==> config.mk <==
export PLATFORM = sky130hd
export DESIGN_NAME = gmsvn_div
export DESIGN_NICKNAME = d
export VERILOG_FILES = /design/src/rtl/grid_mesh_smooth_vertex_normals_defines.svh /design/src/rtl/gmsvn_pkg.sv /design/src/rtl/gmsvn_div.sv
export SDC_FILE = /design/constraint.sdc
export NUM_CORES = 1
export LEC_CHECK = 0
export ABC_AREA = 1
export BUFFER_PORTS_ARGS = -buffer_cell sky130_fd_sc_hd__buf_4
export CAP_MARGIN = 0
export CORE_MARGIN = 8
export CORE_UTILIZATION = 30
export DETAILED_ROUTE_END_ITERATION = 6
export SLEW_MARGIN = 20
export SYNTH_ARGS = -nofsm -noshare
export SYNTH_HDL_FRONTEND = slang
export SYNTH_SLANG_ARGS = --single-unit
==> constraint.sdc <==
create_clock -name clk -period 3.25 [get_ports clk]
set_input_delay 0.325 -clock clk [delete_from_list [all_inputs] [get_ports clk]]
set_output_delay 0.325 -clock clk [all_outputs]
set_load 0.005 [all_outputs]
==> src/rtl/grid_mesh_smooth_vertex_normals_defines.svh <==
// Assertion helpers for the top RTL file, which checks its own logic.
`ifndef GRID_MESH_SMOOTH_VERTEX_NORMALS_DEFINES_SVH
`define GRID_MESH_SMOOTH_VERTEX_NORMALS_DEFINES_SVH

// Condition and consequence in the same cycle.
`define GMSVN_ASSERT_NOW(lbl, cond, prop) \
  lbl: assert property (@(posedge clk) disable iff (!rst_n) (cond) |-> (prop)) \
    else $error("assertion failed");

// Consequence in the cycle after the condition.
`define GMSVN_ASSERT_NEXT(lbl, cond, prop) \
  lbl: assert property (@(posedge clk) disable iff (!rst_n) (cond) |=> (prop)) \
    else $error("assertion failed");

`endif

==> src/rtl/gmsvn_pkg.sv <==
package gmsvn_pkg;

  localparam int MAX_THETA_DEF = 64;
  localparam int MAX_PHI_DEF   = 64;
  // Point indices never exceed 127 * 127, whatever the grid limits.
  localparam int IW    = 14;
  localparam int ACC_W = 38;

  localparam logic [6:0] THETA_RST = 7'd2;
  localparam logic [6:0] PHI_RST   = 7'd1;

  localparam logic CFG_THETA = 1'b0;
  localparam logic CFG_PHI   = 1'b1;

  localparam logic [1:0] REQ_WRITE   = 2'd0;
  localparam logic [1:0] REQ_COMPUTE = 2'd1;
  localparam logic [1:0] REQ_READ    = 2'd2;

  localparam logic [1:0] STAT_OK        = 2'd0;
  localparam logic [1:0] STAT_BAD_GRID  = 2'd1;
  localparam logic [1:0] STAT_BAD_INDEX = 2'd2;
  localparam logic [1:0] STAT_NOT_READY = 2'd3;

  localparam logic KIND_ACK    = 1'b0;
  localparam logic KIND_CORNER = 1'b1;

  typedef struct packed {
    logic [1:0]         req_type;
    logic [11:0]        point_index;
    logic [12:0]        tri_index;
    logic [1:0]         corner;
    logic signed [15:0] pos_x;
    logic signed [15:0] pos_y;
    logic signed [15:0] pos_z;
    logic [7:0]         color_r;
    logic [7:0]         color_g;
    logic [7:0]         color_b;
  } in_t;

  typedef struct packed {
    logic               out_kind;
    logic [1:0]         status;
    logic signed [15:0] vert_x;
    logic signed [15:0] vert_y;
    logic signed [15:0] vert_z;
    logic signed [15:0] norm_x;
    logic signed [15:0] norm_y;
    logic signed [15:0] norm_z;
    logic [7:0]         vert_r;
    logic [7:0]         vert_g;
    logic [7:0]         vert_b;
  } out_t;

  typedef struct packed {
    logic signed [15:0] x;
    logic signed [15:0] y;
    logic signed [15:0] z;
    logic [7:0]         r;
    logic [7:0]         g;
    logic [7:0]         b;
  } pt_t;

  typedef struct packed {
    logic signed [ACC_W-1:0] x;
    logic signed [ACC_W-1:0] y;
    logic signed [ACC_W-1:0] z;
  } acc_t;

  typedef struct packed {
    logic signed [15:0] x;
    logic signed [15:0] y;
    logic signed [15:0] z;
  } nrm_t;

  typedef enum logic [3:0] {
    ST_IDLE, ST_RD_DIV, ST_RD_ADDR, ST_RD_DATA, ST_CLEAR, ST_FC_LD, ST_FC_CAP,
    ST_FC_EDGE, ST_FC_MUL, ST_AC_RD, ST_AC_WR, ST_NM_RD, ST_NM_LD, ST_NM_WAIT,
    ST_NM_WR, ST_PUSH
  } top_state_t;

  typedef enum logic [2:0] {
    N_IDLE, N_MAX, N_SHIFT, N_SQ, N_SQRT, N_DIVGO, N_DIVWAIT, N_DONE
  } norm_state_t;

endpackage

==> src/rtl/gmsvn_div.sv <==
module gmsvn_div
  import gmsvn_pkg::*;
#(
  parameter int NW = 12,
  parameter int DW = 7
) (
  input  logic          clk,
  input  logic          rst_n,
  input  logic          start,
  input  logic [NW-1:0] num,
  input  logic [DW-1:0] den,
  output logic          done,
  output logic [NW-1:0] quo,
  output logic [DW-1:0] rem
);

  localparam int CW = $clog2(NW + 1);

  logic          busy_r;
  logic          done_r;
  logic [CW-1:0] cnt_r;
  logic [NW-1:0] quo_r;
  logic [DW-1:0] rem_r;
  logic [DW-1:0] den_r;
  logic [DW:0]   trial;
  logic [DW:0]   diff;
  logic          ge;

  // Restoring division, one quotient bit per cycle, MSB first.
  assign trial = {rem_r, quo_r[NW-1]};
  assign diff  = trial - {1'b0, den_r};
  assign ge    = !diff[DW];

  always_ff @(posedge clk) begin
    if (!rst_n) begin
      busy_r <= 1'b0;
      done_r <= 1'b0;
    end else begin
      done_r <= 1'b0;
      if (start) begin
        busy_r <= 1'b1;
      end else if (busy_r && cnt_r == CW'(1)) begin
        busy_r <= 1'b0;
        done_r <= 1'b1;
      end
    end
  end

  always_ff @(posedge clk) begin
    if (start) begin
      cnt_r <= CW'(NW);
      quo_r <= num;
      rem_r <= '0;
      den_r <= den;
    end else if (busy_r) begin
      cnt_r <= cnt_r - CW'(1);
      quo_r <= {quo_r[NW-2:0], ge};
      rem_r <= ge ? diff[DW-1:0] : trial[DW-1:0];
    end
  end

  assign done = done_r;
  assign quo  = quo_r;
  assign rem  = rem_r;

endmodule

==> summary.md <==
| Metric | Value |
|---|---|
| Status | finished clean |
| #FFs+latches synth | 32 |
| Resized cells post-CTS | 0 |
| First-pass GRT wire length | 6706 um |
| Filler Cell Count | 591 |
| Adder-cell area share of the yosys netlist | 0.07561 |
| IO buf count | 41 |
| Asr flop ratio synth | 0 |
| CTS Buf Count | 5 |
| Die Y | 92.47 um |
| Critical path class | reg -> reg |
| Remaining DRCs | 0 |
| Total Nets Final | 288 |
| Met2 WL | 1897 um |
| Most frequent cells in the layout | nand2_1, buf_4, inv_1 |
| Top Metal Used | met4 |
| Crit path launch type | flop |
| Worst slew margin | 0.5928 |
| Largest net degree at the start of global routing | 25 |
| DIE WIDTH | 92.47 um |
| Total GRT Usage | 0.09742 |
| Max-Cap Viols | 0 |
| Top cell type's share of synthesized area | 0.3252 |
| Pleak | 0.001112 uW |
| Final HPWL DP | 3095 um |
| PD cells | 435.2 nW/um^2 |
| Largest cells by area after synthesis | edfxtp_1, nand2_1, dfxtp_1 |
| Final min period | 1817 ps |
| Data arrival, critical path | 2000 ps |
| Wire length on met1 | 1870 um |
| First drt pass iteration count | 4 |
| Mux cell area share after synthesis | 0 |
| Max Root-Sink Buffers | 2 |
| Post-cts hold buffer count | 0 |
| Post-synthesis cell area | 1754 sq um |
| Worst min-delay path class | in -> reg |
| Clock Tree Root | clkbuf_8 |
| Grt total ovfl | 0 |
| Antenna diodes | 0 |
| TritonCTS Sinks | 32 |
| Post-Synth Simple-Gate Area | 0.3231 |
| Avg Vias per Cell | 4.470 |
| RSZ-0062 raised after global routing | no |
| Syn Nets | 243 |
| Placer Congestion | 0.8476 |
| Routed WL | 3995 um |
| CTS H-Tree Depth | 2 |
| Commonest non-fill, non-tap cell in the layout | nand2_1 |
| Post-Synth XOR/XNOR Area | 0.01498 |
| Core area | 5781 sq um |
| Full die area | 8550 sq um |
| CTS tree | done |
| Tcrit/Tclk final | 0.5591 |
| Layout cells sized above 1 | 0.2451 |
| Post-Syn Instances | 211 |
| Met3 WL | 164 um |
| Final Hold Vio Count | 0 |
| Post-CTS setup buffers | 0 |
| Synth Area in Compound Gates | 0.02924 |
| Post-synthesis cell type count | 29 |
| Sequential share of the synthesized area | 0.4736 |
| Dominant synthesized flop cell | edfxtp_1 |
| EDFF count, synth | 19 |
| Worst skew pair latency | 280 ps |
| Slew Limit Fails | 0 |
| Initial Utilization | 0.3035 |
| WL/cell | 12.03 um |
| TNS Setup | 0 ps |
| IO Count | 42 |
| Critical Path Sink Type | flop |
| Clk slew on worst S/H paths | 60 ps |
| Initial DRC count | 106 |
| Yosys top cell by area | edfxtp_1 |
| Final antenna-violating net count | 0 |
| Max Freq | 0.5503 GHz |
| Crit-path max FO | 3 |
| Worst-Margin Slew | 608.5 ps |
| Row count | 28 |
| Post-synthesis average cell area | 8.314 sq um |
| Final setup violation count | 0 |
| Vias in the first global route | 1455 |
| P&R area growth vs syn | 26.75% |
| Initial antenna violation count | 0 |
| Yosys warnings | 0 |
| Largest family of logic cells by synthesized area | simple AND/OR/NAND/NOR gates |
| Via count | 1484 |
| CP Data Required Time | 3430 ps |
| Worst VDD drop | 215.6 uV |
| Clock Skews | 3.965 ps |
| Pwr Total | 967.6 uW |
-- kinds of logic (layout without fill, tap and decap cells) --
logic type / count (synthesis) / count (layout)
AND/OR/NAND/NOR: 124 / 124
flip-flops: 32 / 32
adder cells (fa/ha/maj): 10 / 10
XOR/XNOR: 3 / 3
AO/OA/AOI/OAI: 7 / 7
buffers and inverters: 35 / 81
-- worst paths after layout --
path	depth (start not counted)	startpoint	slack [ps]	endpoint
min reg2reg	1	cnt_r[3]	470	cnt_r[3]
max reg2reg	12	quo[11]	1430	rem[6]
max	12	quo[11]	1430	rem[6]
min	1	den[4]	220	den_r[4]
-- cell usage after synthesis (2+ instances only) --
master    count
nand2_2       4
nand2_4       2
inv_2         4
nand3b_1      4
dfxtp_1      13
ha_1          9
nand2_1      79
nand3_1      17
edfxtp_1     19
xnor2_1       2
nor2_1       11
inv_1        27
clkbuf_1      2
nand4_1       2
a21oi_1       2
-- through the flow --
stage | utilization | hold slack, ps | setup slack (ps) | instances | cell area (sq um)
5_1_grt | 0.3846 | 206.5 | 1291 | 332 | 2223
3_5_place_dp | 0.3708 | 455.1 | 1459 | 324 | 2143
3_3_place_gp | 0.3708 | 452.6 | 1460 | 324 | 2143
2_1_floorplan | - | 423.9 | 1637 | 211 | 1754
6_report | 0.3846 | 215.5 | 1433 | 332 | 2223
4_1_cts | 0.3846 | 209.0 | 1462 | 332 | 2223
-- layout make-up --
type	instances	area, sq um	area share
Sequential cell	32	830.8	0.3737
Multi-Input combinational cell	144	777.0	0.3495
Timing Repair Buffer	41	307.8	0.1384
Inverter	32	133.9	0.06021
Tap cell	75	93.84	0.04221
Clock buffer	7	76.32	0.03433
Clock inverter	1	3.754	0.001688
-- registers in the layout, summed over array words and instances, names as in the netlist --
name / flops
busy_r: 1
done: 1
quo: 12
rem: 7
cnt_r: 4
den_r: 7
-- critical path, stage by stage, from the launching register on --
cell	delay (ps)
edfxtp_1	420
inv_1	100
ha_1	170
inv_2	60
fa_1	410
nand2_1	130
nand3_1	80
nand2_1	70
nand2_1	50
inv_1	50
nand2_1	60
nand3_1	70
nand2_1	50
-- where the power goes --
| group | total [uW] | leakage (uW) | switching [uW] | internal (uW) |
|---|---|---|---|---|
| clock network | 292 | 0.0000399 | 143 | 149 |
| registers | 486 | 0.000298 | 20.0 | 466 |
| logic | 189 | 0.000774 | 101 | 88.2 |
| total | 968 | 0.00111 | 264 | 703 |
-- routing by layer --
metal / vias to the layer above / GRT usage
met4: 0 / 0.04027
met5: - / 0
met2: 31 / 0.1561
li1: 754 / -
met3: 6 / 0.02913
met1: 693 / 0.1191
(Power assumes the default switching activity.)
