<file path="src/rtl/grid_mesh_smooth_vertex_normals_defines.svh">
// Assertion helpers for the top RTL file, which checks its own logic.
`ifndef GRID_MESH_SMOOTH_VERTEX_NORMALS_DEFINES_SVH
`define GRID_MESH_SMOOTH_VERTEX_NORMALS_DEFINES_SVH

// Condition and consequence in the same cycle.
`define GMSVN_ASSERT_NOW(lbl, cond, prop) \
  lbl: assert property (@(posedge clk) disable iff (!rst_n) (cond) |-> (prop)) \
    else $error("assertion failed");

// Consequence in the cycle after the condition.
`define GMSVN_ASSERT_NEXT(lbl, cond, prop) \
  lbl: assert property (@(posedge clk) disable iff (!rst_n) (cond) |=> (prop)) \
    else $error("assertion failed");

`endif

</file>
<file path="src/rtl/gmsvn_pkg.sv">
package gmsvn_pkg;

  localparam int MAX_THETA_DEF = 64;
  localparam int MAX_PHI_DEF   = 64;
  // Point indices never exceed 127 * 127, whatever the grid limits.
  localparam int IW    = 14;
  localparam int ACC_W = 38;

  localparam logic [6:0] THETA_RST = 7'd2;
  localparam logic [6:0] PHI_RST   = 7'd1;

  localparam logic CFG_THETA = 1'b0;
  localparam logic CFG_PHI   = 1'b1;

  localparam logic [1:0] REQ_WRITE   = 2'd0;
  localparam logic [1:0] REQ_COMPUTE = 2'd1;
  localparam logic [1:0] REQ_READ    = 2'd2;

  localparam logic [1:0] STAT_OK        = 2'd0;
  localparam logic [1:0] STAT_BAD_GRID  = 2'd1;
  localparam logic [1:0] STAT_BAD_INDEX = 2'd2;
  localparam logic [1:0] STAT_NOT_READY = 2'd3;

  localparam logic KIND_ACK    = 1'b0;
  localparam logic KIND_CORNER = 1'b1;

  typedef struct packed {
    logic [1:0]         req_type;
    logic [11:0]        point_index;
    logic [12:0]        tri_index;
    logic [1:0]         corner;
    logic signed [15:0] pos_x;
    logic signed [15:0] pos_y;
    logic signed [15:0] pos_z;
    logic [7:0]         color_r;
    logic [7:0]         color_g;
    logic [7:0]         color_b;
  } in_t;

  typedef struct packed {
    logic               out_kind;
    logic [1:0]         status;
    logic signed [15:0] vert_x;
    logic signed [15:0] vert_y;
    logic signed [15:0] vert_z;
    logic signed [15:0] norm_x;
    logic signed [15:0] norm_y;
    logic signed [15:0] norm_z;
    logic [7:0]         vert_r;
    logic [7:0]         vert_g;
    logic [7:0]         vert_b;
  } out_t;

  typedef struct packed {
    logic signed [15:0] x;
    logic signed [15:0] y;
    logic signed [15:0] z;
    logic [7:0]         r;
    logic [7:0]         g;
    logic [7:0]         b;
  } pt_t;

  typedef struct packed {
    logic signed [ACC_W-1:0] x;
    logic signed [ACC_W-1:0] y;
    logic signed [ACC_W-1:0] z;
  } acc_t;

  typedef struct packed {
    logic signed [15:0] x;
    logic signed [15:0] y;
    logic signed [15:0] z;
  } nrm_t;

  typedef enum logic [3:0] {
    ST_IDLE, ST_RD_DIV, ST_RD_ADDR, ST_RD_DATA, ST_CLEAR, ST_FC_LD, ST_FC_CAP,
    ST_FC_EDGE, ST_FC_MUL, ST_AC_RD, ST_AC_WR, ST_NM_RD, ST_NM_LD, ST_NM_WAIT,
    ST_NM_WR, ST_PUSH
  } top_state_t;

  typedef enum logic [2:0] {
    N_IDLE, N_MAX, N_SHIFT, N_SQ, N_SQRT, N_DIVGO, N_DIVWAIT, N_DONE
  } norm_state_t;

endpackage

</file>
<file path="src/rtl/gmsvn_div.sv">
module gmsvn_div
  import gmsvn_pkg::*;
#(
  parameter int NW = 12,
  parameter int DW = 7
) (
  input  logic          clk,
  input  logic          rst_n,
  input  logic          start,
  input  logic [NW-1:0] num,
  input  logic [DW-1:0] den,
  output logic          done,
  output logic [NW-1:0] quo,
  output logic [DW-1:0] rem
);

  localparam int CW = $clog2(NW + 1);

  logic          busy_r;
  logic          done_r;
  logic [CW-1:0] cnt_r;
  logic [NW-1:0] quo_r;
  logic [DW-1:0] rem_r;
  logic [DW-1:0] den_r;
  logic [DW:0]   trial;
  logic [DW:0]   diff;
  logic          ge;

  // Restoring division, one quotient bit per cycle, MSB first.
  assign trial = {rem_r, quo_r[NW-1]};
  assign diff  = trial - {1'b0, den_r};
  assign ge    = !diff[DW];

  always_ff @(posedge clk) begin
    if (!rst_n) begin
      busy_r <= 1'b0;
      done_r <= 1'b0;
    end else begin
      done_r <= 1'b0;
      if (start) begin
        busy_r <= 1'b1;
      end else if (busy_r && cnt_r == CW'(1)) begin
        busy_r <= 1'b0;
        done_r <= 1'b1;
      end
    end
  end

  always_ff @(posedge clk) begin
    if (start) begin
      cnt_r <= CW'(NW);
      quo_r <= num;
      rem_r <= '0;
      den_r <= den;
    end else if (busy_r) begin
      cnt_r <= cnt_r - CW'(1);
      quo_r <= {quo_r[NW-2:0], ge};
      rem_r <= ge ? diff[DW-1:0] : trial[DW-1:0];
    end
  end

  assign done = done_r;
  assign quo  = quo_r;
  assign rem  = rem_r;

endmodule

</file>
<file path="src/rtl/gmsvn_norm.sv">
module gmsvn_norm
  import gmsvn_pkg::*;
(
  input  logic clk,
  input  logic rst_n,
  input  logic start,
  input  acc_t acc,
  output logic done,
  output nrm_t nrm
);

  localparam int SUM_W = 50;
  localparam int RT_W  = 62;
  localparam int DN_W  = 47;
  localparam int DD_W  = 32;

  norm_state_t state_r, state_nxt;

  logic [ACC_W-1:0]   mag_r [3];
  logic [2:0]         neg_r;
  logic [ACC_W-1:0]   max_r;
  logic [1:0]         idx_r;
  logic [SUM_W-1:0]   sum_r;
  logic [RT_W-1:0]    n_r;
  logic [RT_W-1:0]    root_r;
  logic [RT_W-1:0]    bit_r;
  logic [4:0]         step_r;
  logic signed [15:0] res_r [3];

  logic [47:0]        sq;
  logic [SUM_W-1:0]   sum_add;
  logic [RT_W-1:0]    rt_trial;
  logic               rt_ge;
  logic [ACC_W-1:0]   max3;
  logic               dv_start;
  logic               dv_done;
  logic [DN_W-1:0]    dv_num;
  logic [DD_W-1:0]    dv_den;
  logic [DN_W-1:0]    dv_quo;
  logic signed [15:0] sat;

  function automatic logic [ACC_W-1:0] mag_of(input logic signed [ACC_W-1:0] a);
    return a[ACC_W-1] ? (ACC_W'(0) - a) : a;
  endfunction

  assign sq       = mag_r[idx_r][23:0] * mag_r[idx_r][23:0];
  assign sum_add  = sum_r + SUM_W'(sq);
  assign rt_trial = root_r + bit_r;
  assign rt_ge    = n_r >= rt_trial;
  assign dv_num   = DN_W'({mag_r[idx_r][23:0], 22'b0}) + DN_W'(root_r[30:0]);
  assign dv_den   = {root_r[30:0], 1'b0};

  always_comb begin
    max3 = mag_r[0];
    if (mag_r[1] > max3) max3 = mag_r[1];
    if (mag_r[2] > max3) max3 = mag_r[2];
  end

  // Round-half-away quotient, sign put back, clipped to Q1.15.
  always_comb begin
    if (neg_r[idx_r]) begin
      sat = (dv_quo > DN_W'(32768)) ? 16'sh8000 : 16'(16'd0 - dv_quo[15:0]);
    end else begin
      sat = (dv_quo > DN_W'(32767)) ? 16'sh7fff : 16'(dv_quo[15:0]);
    end
  end

  gmsvn_div #(.NW(DN_W), .DW(DD_W)) u_div (
    .clk   (clk),
    .rst_n (rst_n),
    .start (dv_start),
    .num   (dv_num),
    .den   (dv_den),
    .done  (dv_done),
    .quo   (dv_quo),
    .rem   ()
  );

  always_comb begin
    state_nxt = state_r;
    unique case (state_r)
      N_IDLE:    if (start) state_nxt = N_MAX;
      N_MAX:     state_nxt = N_SHIFT;
      N_SHIFT: begin
        if (max_r == '0) state_nxt = N_DONE;
        else if (max_r[ACC_W-1:24] == '0) state_nxt = N_SQ;
      end
      N_SQ:      if (idx_r == 2'd2) state_nxt = N_SQRT;
      N_SQRT:    if (step_r == '0) state_nxt = N_DIVGO;
      N_DIVGO:   state_nxt = N_DIVWAIT;
      N_DIVWAIT: if (dv_done) state_nxt = (idx_r == 2'd2) ? N_DONE : N_DIVGO;
      N_DONE:    state_nxt = N_IDLE;
      default:   state_nxt = N_IDLE;
    endcase
  end

  always_comb begin
    dv_start = 1'b0;
    done     = 1'b0;
    unique case (state_r)
      N_DIVGO: dv_start = 1'b1;
      N_DONE:  done = 1'b1;
      default: ;
    endcase
  end

  always_ff @(posedge clk) begin
    if (!rst_n) state_r <= N_IDLE;
    else state_r <= state_nxt;
  end

  always_ff @(posedge clk) begin
    case (state_r)
      N_IDLE: begin
        if (start) begin
          mag_r[0] <= mag_of(acc.x);
          mag_r[1] <= mag_of(acc.y);
          mag_r[2] <= mag_of(acc.z);
          neg_r    <= {acc.z[ACC_W-1], acc.y[ACC_W-1], acc.x[ACC_W-1]};
        end
      end
      N_MAX: max_r <= max3;
      N_SHIFT: begin
        if (max_r == '0) begin
          res_r[0] <= '0;
          res_r[1] <= '0;
          res_r[2] <= '0;
        end else if (max_r[ACC_W-1:24] != '0) begin
          // Shifting one bit at a time gives the same truncation as one wide shift.
          max_r    <= max_r >> 1;
          mag_r[0] <= mag_r[0] >> 1;
          mag_r[1] <= mag_r[1] >> 1;
          mag_r[2] <= mag_r[2] >> 1;
        end else begin
          sum_r <= '0;
          idx_r <= 2'd0;
        end
      end
      N_SQ: begin
        sum_r <= sum_add;
        if (idx_r == 2'd2) begin
          idx_r  <= 2'd0;
          n_r    <= {sum_add, 12'b0};
          root_r <= '0;
          bit_r  <= RT_W'(1) << 60;
          step_r <= 5'd30;
        end else begin
          idx_r <= idx_r + 2'd1;
        end
      end
      N_SQRT: begin
        if (rt_ge) begin
          n_r    <= n_r - rt_trial;
          root_r <= (root_r >> 1) + bit_r;
        end else begin
          root_r <= root_r >> 1;
        end
        bit_r  <= bit_r >> 2;
        step_r <= step_r - 5'd1;
      end
      N_DIVWAIT: begin
        if (dv_done) begin
          res_r[idx_r] <= sat;
          idx_r        <= (idx_r == 2'd2) ? 2'd0 : idx_r + 2'd1;
        end
      end
      default: ;
    endcase
  end

  assign nrm.x = res_r[0];
  assign nrm.y = res_r[1];
  assign nrm.z = res_r[2];

endmodule
</file>
<file path="config.mk">
export PLATFORM = sky130hd
export DESIGN_NAME = gmsvn_norm
export DESIGN_NICKNAME = d
export VERILOG_FILES = /design/src/rtl/grid_mesh_smooth_vertex_normals_defines.svh /design/src/rtl/gmsvn_pkg.sv /design/src/rtl/gmsvn_div.sv /design/src/rtl/gmsvn_norm.sv
export SDC_FILE = /design/constraint.sdc
export NUM_CORES = 2
export LEC_CHECK = 0
export ABC_AREA = 1
export ABC_CLOCK_PERIOD_IN_PS = 12500
export BUFFER_PORTS_ARGS = -buffer_cell sky130_fd_sc_hd__buf_4
export CAP_MARGIN = 20
export CORE_MARGIN = 2
export CORE_UTILIZATION = 50
export DETAILED_ROUTE_END_ITERATION = 6
export PLACE_DENSITY = 0.7
export SLEW_MARGIN = 20
export SYNTH_ARGS = -nofsm -noshare
export SYNTH_HDL_FRONTEND = slang
export SYNTH_HIERARCHICAL = 1
export SYNTH_SLANG_ARGS = --single-unit
</file>
<file path="constraint.sdc">
create_clock -name clk -period 12.5 [get_ports clk]
set_input_delay 0 -clock clk [delete_from_list [all_inputs] [get_ports clk]]
set_output_delay 0 -clock clk [all_outputs]
set_load 0.01 [all_outputs]
</file>
==> summary.md <==
| Metric | Value |
|---|---|
| Syn avg cell area | 7.13 um^2 |
| Worst min path class | in2reg |
| Iter 0 DRT Violations | 6704 |
| Total GRT Usage | 0.350 |
| Crit-path most repeated cell | fa_1 |
| Layout cells sized above 1 | 0.0532 |
| DR pass1 iterations | 6 |
| Arrival time worst endpoint | between 9000 and 10000 ps |
| CP Class | reg2reg |
| Initial Utilization | 0.504 |
| Grt ovf | 0 |
| Cell count after synthesis | 8900 |
| PortBufs | 165 |
| Tmin final | 8670 ps |
| Syn_nets | 9919 |
| Antenna cells | 0 |
| Mapped cell area | 63500 um^2 |
| Most frequent cells in the layout | nand2_1 (2265), inv_1 (1735), nor2_1 (978), nand3_1 (599), edfxtp_1 (494) |
| Hpwl dp | 184000 um |
| Synth area leader | edfxtp_1 |
| Wire per inst | 21.0 um |
| Synth area leaders | edfxtp_1 (23%), fa_1 (15%), nand2_1 (13%) |
| # resized after CTS | 0 |
| Worst setup EP type | flop |
| Total wire length | 228000 um |
| # DRC | 0 |
| Via count | 60.5k |
| Clock transition at path regs | 70 ps |
| CORE AREA | 126000 um^2 |
| Most common cell after layout, fill and taps aside | nand2_1 |
| Worst Path Required | about 13000 ps |
| Fin. max-slew vios | 0 |
| Clock sink count | 539 |
| Post-route ant nets | 0 |
| Sequential Area | 15700 um^2 |
| Vias in the first global route | 58.8k |
| CP Launch Type | flop |
| Fmax | 115 MHz |
| GPL Wtd Cong | between 1 and 1.5 |
| Crit Path Max Fanout | 36 |
| Sequential fraction of the synthesis area | 0.248 |
| Clk_skew | 42.3 ps |
| Synth unique cells | 58 |
| Worst-skew pair later-pin latency | 690 ps |
| CTS Buf Count | 70 |
| Die Area | 130000 um^2 |
| Max-Cap Viols | 0 |
| Vias per cell | 5.58 |
| Antenna violations before repair | 0 |
| Slowest stage delay, CP | roughly 550 ps |
| Synthesis warning total | 6 |
| # IOs | 166 |
| Fin nets | 10.2k |
| Cell Rows | between 100 and 150 |
| Final hold vios | 0 |
| Seq cells post-synth | roughly 540 |
| Synth-to-layout area growth | 10.4% |
| Final setup TNS | 0 ps |
| Crit path max-delay cell type | clkinv_1 |
| Fillers | 12.2k |
| Area of the multi-input gates | 40200 um^2 |
| Max clock buf depth | 3 |
| Slew @ Worst Pin | between 1000 and 1500 ps |
| H-tree depth | 3 |
| Fin crit share | 0.693 |
| RSZ-0062 raised after global routing | false |
| Setup violators final | 0 |
| CTS root buf | clkbuf_16 |
| Largest net degree at the start of global routing | 103 |
| TritonCTS clock tree | built |
| Die H | 360 um |
| Rel. slew slack | 0.207 |
| Die width | between 300 and 400 um |
| First-pass GRT wire length | approximately 350000 um |
| Outcome | completed |
| Top-area cell type share of the netlist area | 0.234 |
| Hold path start | rst_n |
critical path: cells and delay by family (launching register included):
family / cells / cell delay, ps
buf+inv: 6 / 1540
fa+ha+maj: 8 / 4080
compound gates: 5 / 1130
flops: 1 / 430
simple gates: 6 / 1180
synth_stat cells (all sizes together):
| cell | count |
|---|---|
| a21o | 14 |
| and3 | 4 |
| a22oi | 2 |
| o22ai | 3 |
| nand2 | 2296 |
| nor4 | 35 |
| clkbuf | 90 |
| clkinv | 3 |
| buf | 100 |
| a211oi | 2 |
| nor3b | 3 |
| a31oi | 10 |
| o31ai | 8 |
| a21boi | 9 |
| nand3 | 602 |
| and2 | 49 |
| nand4 | 112 |
| o21bai | 28 |
| inv | 1770 |
| conb | 1 |
| nand3b | 26 |
| o21ai | 471 |
| nor3 | 99 |
| a31o | 1 |
| or2 | 31 |
| edfxtp | 494 |
| o21a | 17 |
| o211ai | 30 |
| xnor2 | 102 |
| a21oi | 401 |
| xor2 | 127 |
| nor2 | 1012 |
| fa | 477 |
| nor4b | 1 |
| dfxtp | 45 |
| ha | 425 |
per-stage QoR:
step	setup WS (ps)	cell area, um^2	utilization	hold slack, ps	std cells
6_report	3830	70100	0.557	148	10800
5_1_grt	3300	70100	0.557	140	10800
4_1_cts	3860	70100	0.557	122	10800
3_5_place_dp	3970	66300	0.526	265	10600
3_3_place_gp	3980	66300	0.526	260	10600
2_1_floorplan	3220	63500	-	97.6	8900
sequential cells by signal, indices dropped and copies added, names as in the netlist, named ones only:
signal        flops
u_div/busy_r      1
mag_r           114
u_div/quo        47
u_div/den_r      32
max_r            38
bit_r            31
sum_r            50
u_div/rem        32
step_r            5
res_r            48
neg_r             3
n_r              62
u_div/done        1
state_r           3
root_r           62
u_div/cnt_r       6
idx_r             2
repair_timing:
action,in CTS,in global routing
hold buffers,138,0
hold endpoints to repair,125,0
setup buffers,0,0
worst paths after layout:
check | endpoint | slack, ps | depth (start not counted)
worst min register to register | u_div/rem[2] | 470 | 2
worst max-delay path | n_r[56] | 3830 | 25
worst min-delay path | state_r[0] | 150 | 4
worst max register to register | n_r[56] | 3830 | 25
cell families after synthesis:
logic type                 count (synthesis)  synth area share
AOI/OAI and AO/OA                        996            0.0849
other                                      1         0.0000591
adders and majority gates                902             0.234
xor gates and xnor gates                 229            0.0316
DFF                                      539             0.248
buffers and inverters                   1963             0.120
and+or+nand+nor                         4270             0.281
cell type report:
| class | count | share of cell area |
|---|---|---|
| Clock buffer | 80 | 0.0264 |
| Inverter | 1773 | 0.0951 |
| Timing Repair Buffer | 351 | 0.0425 |
| Sequential cell | 539 | 0.224 |
| Multi-Input combinational cell | 6398 | 0.574 |
| Clock inverter | 46 | 0.00848 |
| Tap cell | 1650 | 0.0295 |
routing by layer:
layer  wire [um]  GRT usage  part of all wire
met5           0          0                 0
met4        7650      0.104             0.034
met3       23100     0.0803              0.10
met2       99500      0.542              0.44
met1       97800      0.489              0.43
Power is left out: the tool's default activity adds up to more than one toggle a clock period on the data nets, which glitch-free logic cannot reach.
